$ cat src/sv/ftfm_pkg.sv
package ftfm_pkg;

	localparam logic [7:0] PROTO_TCP = 8'd6;
	localparam logic [7:0] PROTO_UDP = 8'd17;

	localparam int ADDR_KEY_W = 64;
	localparam int PP_KEY_W   = 40;
	localparam int KEY_W      = ADDR_KEY_W + PP_KEY_W;

	// commands from the controller to the datapath
	typedef struct packed {
		logic load;      // latch the incoming word and build its key
		logic issue;     // read the key store at the scan index
		logic take_hit;  // record the compared entry as the hit slot
		logic fetch;     // read the counter store at the hit slot
		logic update;    // hit: update the entry and register the result
		logic alloc;     // miss: allocate (or report a lone flow)
	} ftfm_cmd_t;

	// status from the datapath to the controller
	typedef struct packed {
		logic empty;     // no entry in use
		logic more;      // scan index still below the fill count
		logic hit;       // registered key read matches the search key
		logic cmp_last;  // registered key read is the last entry in use
	} ftfm_status_t;

	// one stored key
	typedef struct packed {
		logic [ADDR_KEY_W-1:0] addrs;
		logic [PP_KEY_W-1:0]   ports_proto;
	} ftfm_key_t;

	// one stored set of counters
	typedef struct packed {
		logic [31:0] start;
		logic [31:0] packets;
		logic [39:0] bytes;
		logic [5:0]  flags;
		logic [31:0] sequence_no;
	} ftfm_entry_t;

endpackage

$ cat src/sv/ftfm_ctrl.sv
module ftfm_ctrl (
	input  logic                  clk,
	input  logic                  arst_n,
	input  logic                  start,
	input  ftfm_pkg::ftfm_status_t st,
	output ftfm_pkg::ftfm_cmd_t    cmd,
	output logic                  busy,
	output logic                  done
);
	import ftfm_pkg::*;

	typedef enum logic [2:0] {
		S_IDLE,
		S_SCAN,
		S_FETCH,
		S_UPDATE,
		S_ALLOC
	} state_t;

	state_t state_q, state_d;
	logic   busy_q, done_q;

	// next state
	always_comb begin
		state_d = state_q;
		unique case (state_q)
			S_IDLE: begin
				if (start) begin
					state_d = st.empty ? S_ALLOC : S_SCAN;
				end
			end
			S_SCAN: begin
				priority if (st.hit) begin
					state_d = S_FETCH;
				end else if (st.cmp_last) begin
					state_d = S_ALLOC;
				end else begin
					state_d = S_SCAN;
				end
			end
			S_FETCH:  state_d = S_UPDATE;
			S_UPDATE: state_d = S_IDLE;
			S_ALLOC:  state_d = S_IDLE;
			default:  state_d = S_IDLE;
		endcase
	end

	// command decode
	always_comb begin
		cmd          = '0;
		cmd.load     = (state_q == S_IDLE) && start;
		cmd.issue    = (state_q == S_SCAN) && st.more;
		cmd.take_hit = (state_q == S_SCAN) && st.hit;
		cmd.fetch    = (state_q == S_FETCH);
		cmd.update   = (state_q == S_UPDATE);
		cmd.alloc    = (state_q == S_ALLOC);
	end

	// state and registered handshake outputs
	always_ff @(posedge clk or negedge arst_n) begin
		if (!arst_n) begin
			state_q <= S_IDLE;
			busy_q  <= 1'b0;
			done_q  <= 1'b0;
		end else begin
			state_q <= state_d;
			busy_q  <= (state_d != S_IDLE);
			done_q  <= (state_q == S_UPDATE) || (state_q == S_ALLOC);
		end
	end

	assign busy = busy_q;
	assign done = done_q;

	// an accepted word keeps the block busy
	a_accept_busy: assert property (@(posedge clk) disable iff (!arst_n)
		start && !busy |=> busy)
		else $error("accepted word did not raise busy");

	// result strobe lasts a single cycle
	a_done_pulse: assert property (@(posedge clk) disable iff (!arst_n)
		done |=> !done)
		else $error("result strobe held longer than one cycle");

	// a match during the scan goes straight to the counter read
	a_hit_fetch: assert property (@(posedge clk) disable iff (!arst_n)
		(state_q == S_SCAN) && st.hit |=> (state_q == S_FETCH))
		else $error("hit did not lead to counter fetch");

	// busy follows the state machine
	a_busy_state: assert property (@(posedge clk) disable iff (!arst_n)
		busy == (state_q != S_IDLE))
		else $error("busy out of step with controller state");

endmodule

$ cat config.mk
export PLATFORM = sky130hd
export DESIGN_NAME = ftfm_ctrl
export DESIGN_NICKNAME = d
export VERILOG_FILES = /design/src/sv/ftfm_pkg.sv /design/src/sv/ftfm_ctrl.sv
export SDC_FILE = /design/constraint.sdc
export NUM_CORES = 1
export LEC_CHECK = 0
export BUFFER_PORTS_ARGS = -buffer_cell sky130_fd_sc_hd__buf_2
export CORE_AREA = 4 4 41 43
export CTS_CLUSTER_DIAMETER = 120
export CTS_CLUSTER_SIZE = 12
export DETAILED_ROUTE_END_ITERATION = 16
export DIE_AREA = 0 0 45 47
export GPL_TIMING_DRIVEN = 0
export HOLD_SLACK_MARGIN = 0.03
export SLEW_MARGIN = 20
export SYNTH_ARGS = -nofsm -noshare
export SYNTH_HDL_FRONTEND = slang
export SYNTH_SLANG_ARGS = --single-unit
$ cat constraint.sdc
create_clock -name clk -period 1.3 [get_ports clk]
set_input_delay 0.195 -clock clk [delete_from_list [all_inputs] [get_ports clk]]
set_output_delay 0.195 -clock clk [all_outputs]
set_load 0.02 [all_outputs]
==> flow_metrics.tcl, run 1 <==
set metrics [dict create \
    skew_ns 0.00185 \
    grt_use_total_pct 7.69 \
    critPathLaunchType "register" \
    fillers 152 \
    ff2ff_setup_slack_ns 0.14 \
    layout_min_cycle_time_ns 1.44 \
    wire_per_inst_microns 11.3 \
    rsz0062_at_grt "true" \
    die_h_microns 47 \
    grt_pass1_wl_microns 1120 \
    r2r-start "state_q[1]" \
    path_max_fanout 6 \
    fin_nets 56 \
    cts_root_buf "clkbuf_4" \
    die_w_microns 45 \
    dieArea_sq_um 2120 \
    seq_area_frac_synth_pct 47.2 \
    gr-usage-met1_pct 9.17 \
    hold_start "st[3]" \
    cts_buffer_depth 2 \
    critPathLaunch "state_q[2]" \
    cts_buffers 3 \
    syn_nets 29 \
    yosys.area.top_type "dfrtp_1" \
    violations "setup timing" \
    setup_ws_ns -0.139 \
    n_antenna_cell 0 \
    drt_pass1_iterations 2 \
    power.leakage_nw 0.253 \
    tns_ns -0.614 \
    met3_usage_pct 6.51 \
    syn_avg_cell_area_sq_um 12.1 \
    start_util_pct 20.4 \
    seqPwrFrac_pct 29.1 \
    grt_max_degree 8 \
    path_common_cell "buf_4" \
    cts.sinks 5 \
    hpwlAfterDp_microns 476 \
    synth.distinct_cells 14 \
    vdd_drop_max_uv 938 \
    endpoint_kind "output port" \
    critPathSlowestCell "dfrtp_2" \
    crit_buf_inv 2 \
    path_cells "buf_4 -> nor3b_2 -> buf_4" \
    synth_top_area_share_pct 47.2 \
    clk_pin_slew_ns 0.05 \
    crit_family "flip-flops" \
    hold_ws_ns 0.190 \
    final_cell_mix "9 x buf_2, 9 x buf_4, 3 x clkbuf_4, 3 x buf_6, 3 x dfrtp_2" \
    tightest_slew_ns 0.217 \
    overflow 0 \
    cts_tree "done" \
    hp-class "in -> reg" \
    grt_pass1_vias 273 \
    critPathMaxStageDelay_ns 0.46 \
    clock_latency_ns 0.24 \
    routed_wl_microns 712 \
    ant_nets 0 \
    clock_power_share_pct 16.4 \
    synth-seq-cells 5 \
    setup_violations 6 \
    drv_cap 0 \
    antenna_found_initial 0 \
    switching_share_pct 38.5 \
    intPower_w 0.000694 \
    via_per_inst 4.44 \
    use_met2_pct 10.5 \
    required_ns 1.11 \
    maxSlewViolCount 0 \
    drc 0 \
    yosys_warnings 0 \
    clock.fmax_mhz 695 \
    port_buffers 14 \
    cp.arrival_ns 1.24 \
    final.period_utilization_pct 111 \
    htree_levels 1 \
    syn-instance-count 22 \
    power_density_nw_per_um2 2290 \
    top_usage_layer "met2" \
    coreArea_sq_um 1300 \
    num_rows 13 \
    pin_count 15 \
    drive_above_1_share_pct 70.8 \
    place_congestion 0.691 \
    combinationalPowerShare_pct 54.5 \
    num_vias 280 \
    first_iter_violations 2 \
    p_switching_w 0.000434 \
    critPathKind "reg -> out" \
    synthTopCellsByArea "dfrtp_1 47%, nor3b_2 9.4%, and2_1 7.1%" \
    netlist_area_sq_um 265 \
    status "complete, but fails checks" \
    relSlewSlack_pct 85.5 \
    finalHoldViolations 0 \
    syn2layout_area_growth_pct 85.4 \
]
[synth_stat cells]
master and instances:
a211oi_1 1, a21o_1 2, a221oi_2 1, a32o_1 1, and2_1 3, and3b_1 1
dfrtp_1 5, inv_1 1, nand2b_1 1, nor2_1 1, nor3_1 1, nor3b_2 2
nor4b_2 1, or3_1 1
[through the flow]
step                      std cells  instance area (sq um)  power (W)  util (%)  setup slack [ns]
after global placement           51                    354   0.000697      27.2            0.0217
after CTS                        61                    467    0.00108      35.9            -0.129
final                            63                    492    0.00113      37.8            -0.139
after detailed placement         51                    354   0.000703      27.2            0.0135
after floorplan                  22                    265   0.000577         -            0.0398
after global routing             63                    492    0.00121      37.8            -0.205
[timing repair]
item | in CTS | in global routing
hold buffers | 1 | 0
endpoints found under the setup margin | 6 | 6
gates cloned | 0 | 0
buffers inserted | 5 | 2
pin swaps | 3 | 0
endpoints found under the hold margin | 5 | 0
gates resized for setup | 12 | 4
[per-layer routing]
layer,vias to the layer above,part of all wire (%)
li1,134,-
met1,129,45
met2,17,42
met3,0,13
met4,0,0
met5,-,0
[worst paths after layout]
| check | endpoint | depth (start not counted) |
|---|---|---|
| worst min-delay path | state_q[2] | 2 |
| max in group asynchronous | state_q[1] | 2 |
| worst max register to register | state_q[0] | 2 |
| worst max-delay path | cmd[2] | 3 |
| worst min register to register | state_q[0] | 1 |
| min in group asynchronous | done | 2 |
[power groups by stage]
stage	registers, W	logic, W	clock network, W
CTS	0.000332	0.000558	0.000191
global route	0.000341	0.000663	0.000204
finish	0.000329	0.000615	0.000185
floorplan	0.000338	0.000239	0
global placement	0.000312	0.000386	0
detailed placement	0.000314	0.000389	0
[worst reg2reg max path: cells and delay by family (launching register included)]
| kind | cells | cell delay [ns] |
|---|---|---|
| compound gates | 1 | 0.21 |
| flops | 1 | 0.46 |
| simple gates | 1 | 0.40 |
[sequential cells by signal, summed over array words and instances, names as in the netlist]
signal,count
done,1
busy,1
state_q,3
[area by class of cell]
type	count	area (sq um)	share of cell area, %
multi-input combinational	16	158	32.1
timing repair buffer	22	156	31.8
sequential	5	129	26.2
clock buffer	4	26.3	5.34
tap	15	18.8	3.82
inverter	1	3.75	0.763
[logic make-up (layout without fill, tap and decap cells)]
logic type             Yosys count  count (layout)  synth area share [%]
AOI/OAI and AO/OA                5               5                  17.9
buffers and inverters            1              27                  1.41
and+or+nand+nor                 11              11                  33.5
DFF                              5               5                  47.2
(Power assumes the default switching activity.)
==> run 2, diff against run 1 <==
--- a/config.mk
+++ b/config.mk
@@ -17,3 +17,4 @@
 export SYNTH_ARGS = -nofsm -noshare
 export SYNTH_HDL_FRONTEND = slang
 export SYNTH_SLANG_ARGS = --single-unit
+export TNS_END_PERCENT = 50
==> flow_metrics.tcl, run 2 (synthesis gave the netlist of run 1 again) <==
set metrics [dict create \
    via_per_inst 4.33 \
    multiInputGateArea_sq_um 156 \
    relSlewSlack_pct 85.5 \
    power.leakage_nw 0.254 \
    drv_cap 0 \
    dieArea_sq_um 2120 \
    cts_tree "done" \
    n_antenna_cell 0 \
    die_h_microns 47 \
    overflow 0 \
    place_congestion 0.691 \
    num_vias 273 \
    combinationalPowerShare_pct 54.5 \
    critPathLaunchType "register" \
    num_rows 13 \
    path_max_fanout 6 \
    status "complete, but fails checks" \
    final_cell_mix "9 x buf_2, 9 x buf_4, 3 x clkbuf_4, 3 x buf_6, 3 x dfrtp_2" \
    syn2layout_area_growth_pct 84.9 \
    grt_pass1_wl_microns 1120 \
    place_area_sq_um 354 \
    hp-class "in -> reg" \
    grt_pass1_vias 275 \
    drive_above_1_share_pct 68.8 \
    hold_start "st[3]" \
    worstReg2RegEnd "state_q[0]" \
    grt_use_total_pct 7.69 \
    clock.fmax_mhz 695 \
    maxSlewViolCount 0 \
    routed_wl_microns 711 \
    clk_pin_slew_ns 0.05 \
    layout_min_cycle_time_ns 1.44 \
    switching_share_pct 38.5 \
    port_buffers 14 \
    antenna_found_initial 0 \
    finalHoldViolations 0 \
    power_density_nw_per_um2 2300 \
    top_register "state_q" \
    hold_end "state_q[2]" \
    skew_ns 0.000335 \
    cp.arrival_ns 1.24 \
    hpwlAfterDp_microns 476 \
    ff_latch_area_sq_um 129 \
    cts_root_buf "clkbuf_4" \
    die_w_microns 45 \
    endpoint_kind "output port" \
    dp.cells 51 \
    fin_cells 63 \
    tightest_slew_ns 0.217 \
    vdd_drop_max_uv 933 \
    violations "setup timing" \
    fillers 153 \
    cts_buffers 3 \
    setup_ws_ns -0.139 \
    min_path_cells 2 \
    coreArea_sq_um 1300 \
    largest_reg_flops 3 \
    cts.sinks 5 \
    wire_per_inst_microns 11.3 \
    fin_nets 56 \
    rr_worst_depth 2 \
    clock_power_share_pct 16.3 \
    clock_latency_ns 0.24 \
    seqPwrFrac_pct 29.2 \
    start_util_pct 20.4 \
    htree_levels 1 \
    setup_violations 6 \
    drc 0 \
    first_iter_violations 0 \
    ant_nets 0 \
    drt_pass1_iterations 1 \
    required_ns 1.11 \
    cts_buffer_depth 2 \
    rsz0062_at_grt "true" \
    pin_count 15 \
    grt_max_degree 8 \
    p_switching_w 0.000434 \
    final.period_utilization_pct 111 \
    stdcell_area_sq_um 490 \
    r2r-start "state_q[1]" \
    critPathKind "reg -> out" \
    ff2ff_setup_slack_ns 0.13 \
    intPower_w 0.000693 \
]
==> run 2: repair_timing <==
action	CTS	global route
endpoints found under the setup margin	6	6
hold buffers	1	0
pin swaps	2	0
endpoints found under the hold margin	5	0
gates resized for setup	12	3
buffers inserted	5	2
==> run 2: area by class of cell <==
| class | instances | area share [%] |
|---|---|---|
| inverter | 1 | 0.765 |
| tap | 15 | 3.83 |
| timing repair buffer | 22 | 31.9 |
| multi-input combinational | 16 | 31.9 |
| sequential | 5 | 26.3 |
| clock buffer | 4 | 5.36 |
==> run 2: power groups by stage <==
stage / clock (W) / sequential, W / combinational [W]
after CTS: 0.000191 / 0.000330 / 0.000558
final: 0.000183 / 0.000329 / 0.000614
after global placement: 0 / 0.000312 / 0.000386
after detailed placement: 0 / 0.000314 / 0.000389
after floorplan: 0 / 0.000338 / 0.000239
after global routing: 0.000204 / 0.000340 / 0.000661
==> run 2: how the worst max path moves through the flow <==
| stage | startpoint | endpoint | slack (ns) | cells past startpoint |
|---|---|---|---|---|
| 3_5_place_dp | state_q[0] | cmd[4] | 0.01 | 3 |
| 3_3_place_gp | state_q[0] | cmd[3] | 0.02 | 3 |
| 5_1_grt | state_q[2] | cmd[3] | -0.20 | 3 |
| 6_report | state_q[0] | cmd[2] | -0.14 | 3 |
| 2_1_floorplan | state_q[1] | state_q[2] | 0.04 | 2 |
| 4_1_cts | state_q[2] | cmd[4] | -0.13 | 3 |
==> run 2: per-layer routing <==
metal	GRT usage, %	wire length [microns]	vias to the layer above
met4	1.75	0	0
met2	10.5	293	15
met3	6.51	82	0
met5	0	0	-
li1	-	-	134
met1	9.17	335	124
==> run 2: per-stage QoR <==
stage / setup WS (ns) / setup TNS [ns] / util (%) / power [W] / hold WS (ns)
final: -0.139 / -0.604 / 37.7 / 0.00113 / 0.190
after global placement: 0.0217 / 0 / 27.2 / 0.000697 / 0.0189
after floorplan: 0.0398 / 0 / - / 0.000577 / -0.101
after CTS: -0.129 / -0.562 / 35.9 / 0.00108 / 0.182
after detailed placement: 0.0135 / 0 / 27.2 / 0.000703 / 0.0205
after global routing: -0.205 / -1.01 / 37.7 / 0.00121 / 0.179
==> run 2: critical path: stages (launching register included) <==
cell and delay [ns]:
dfrtp_2 0.46, buf_4 0.16, nor3b_2 0.21, buf_4 0.18
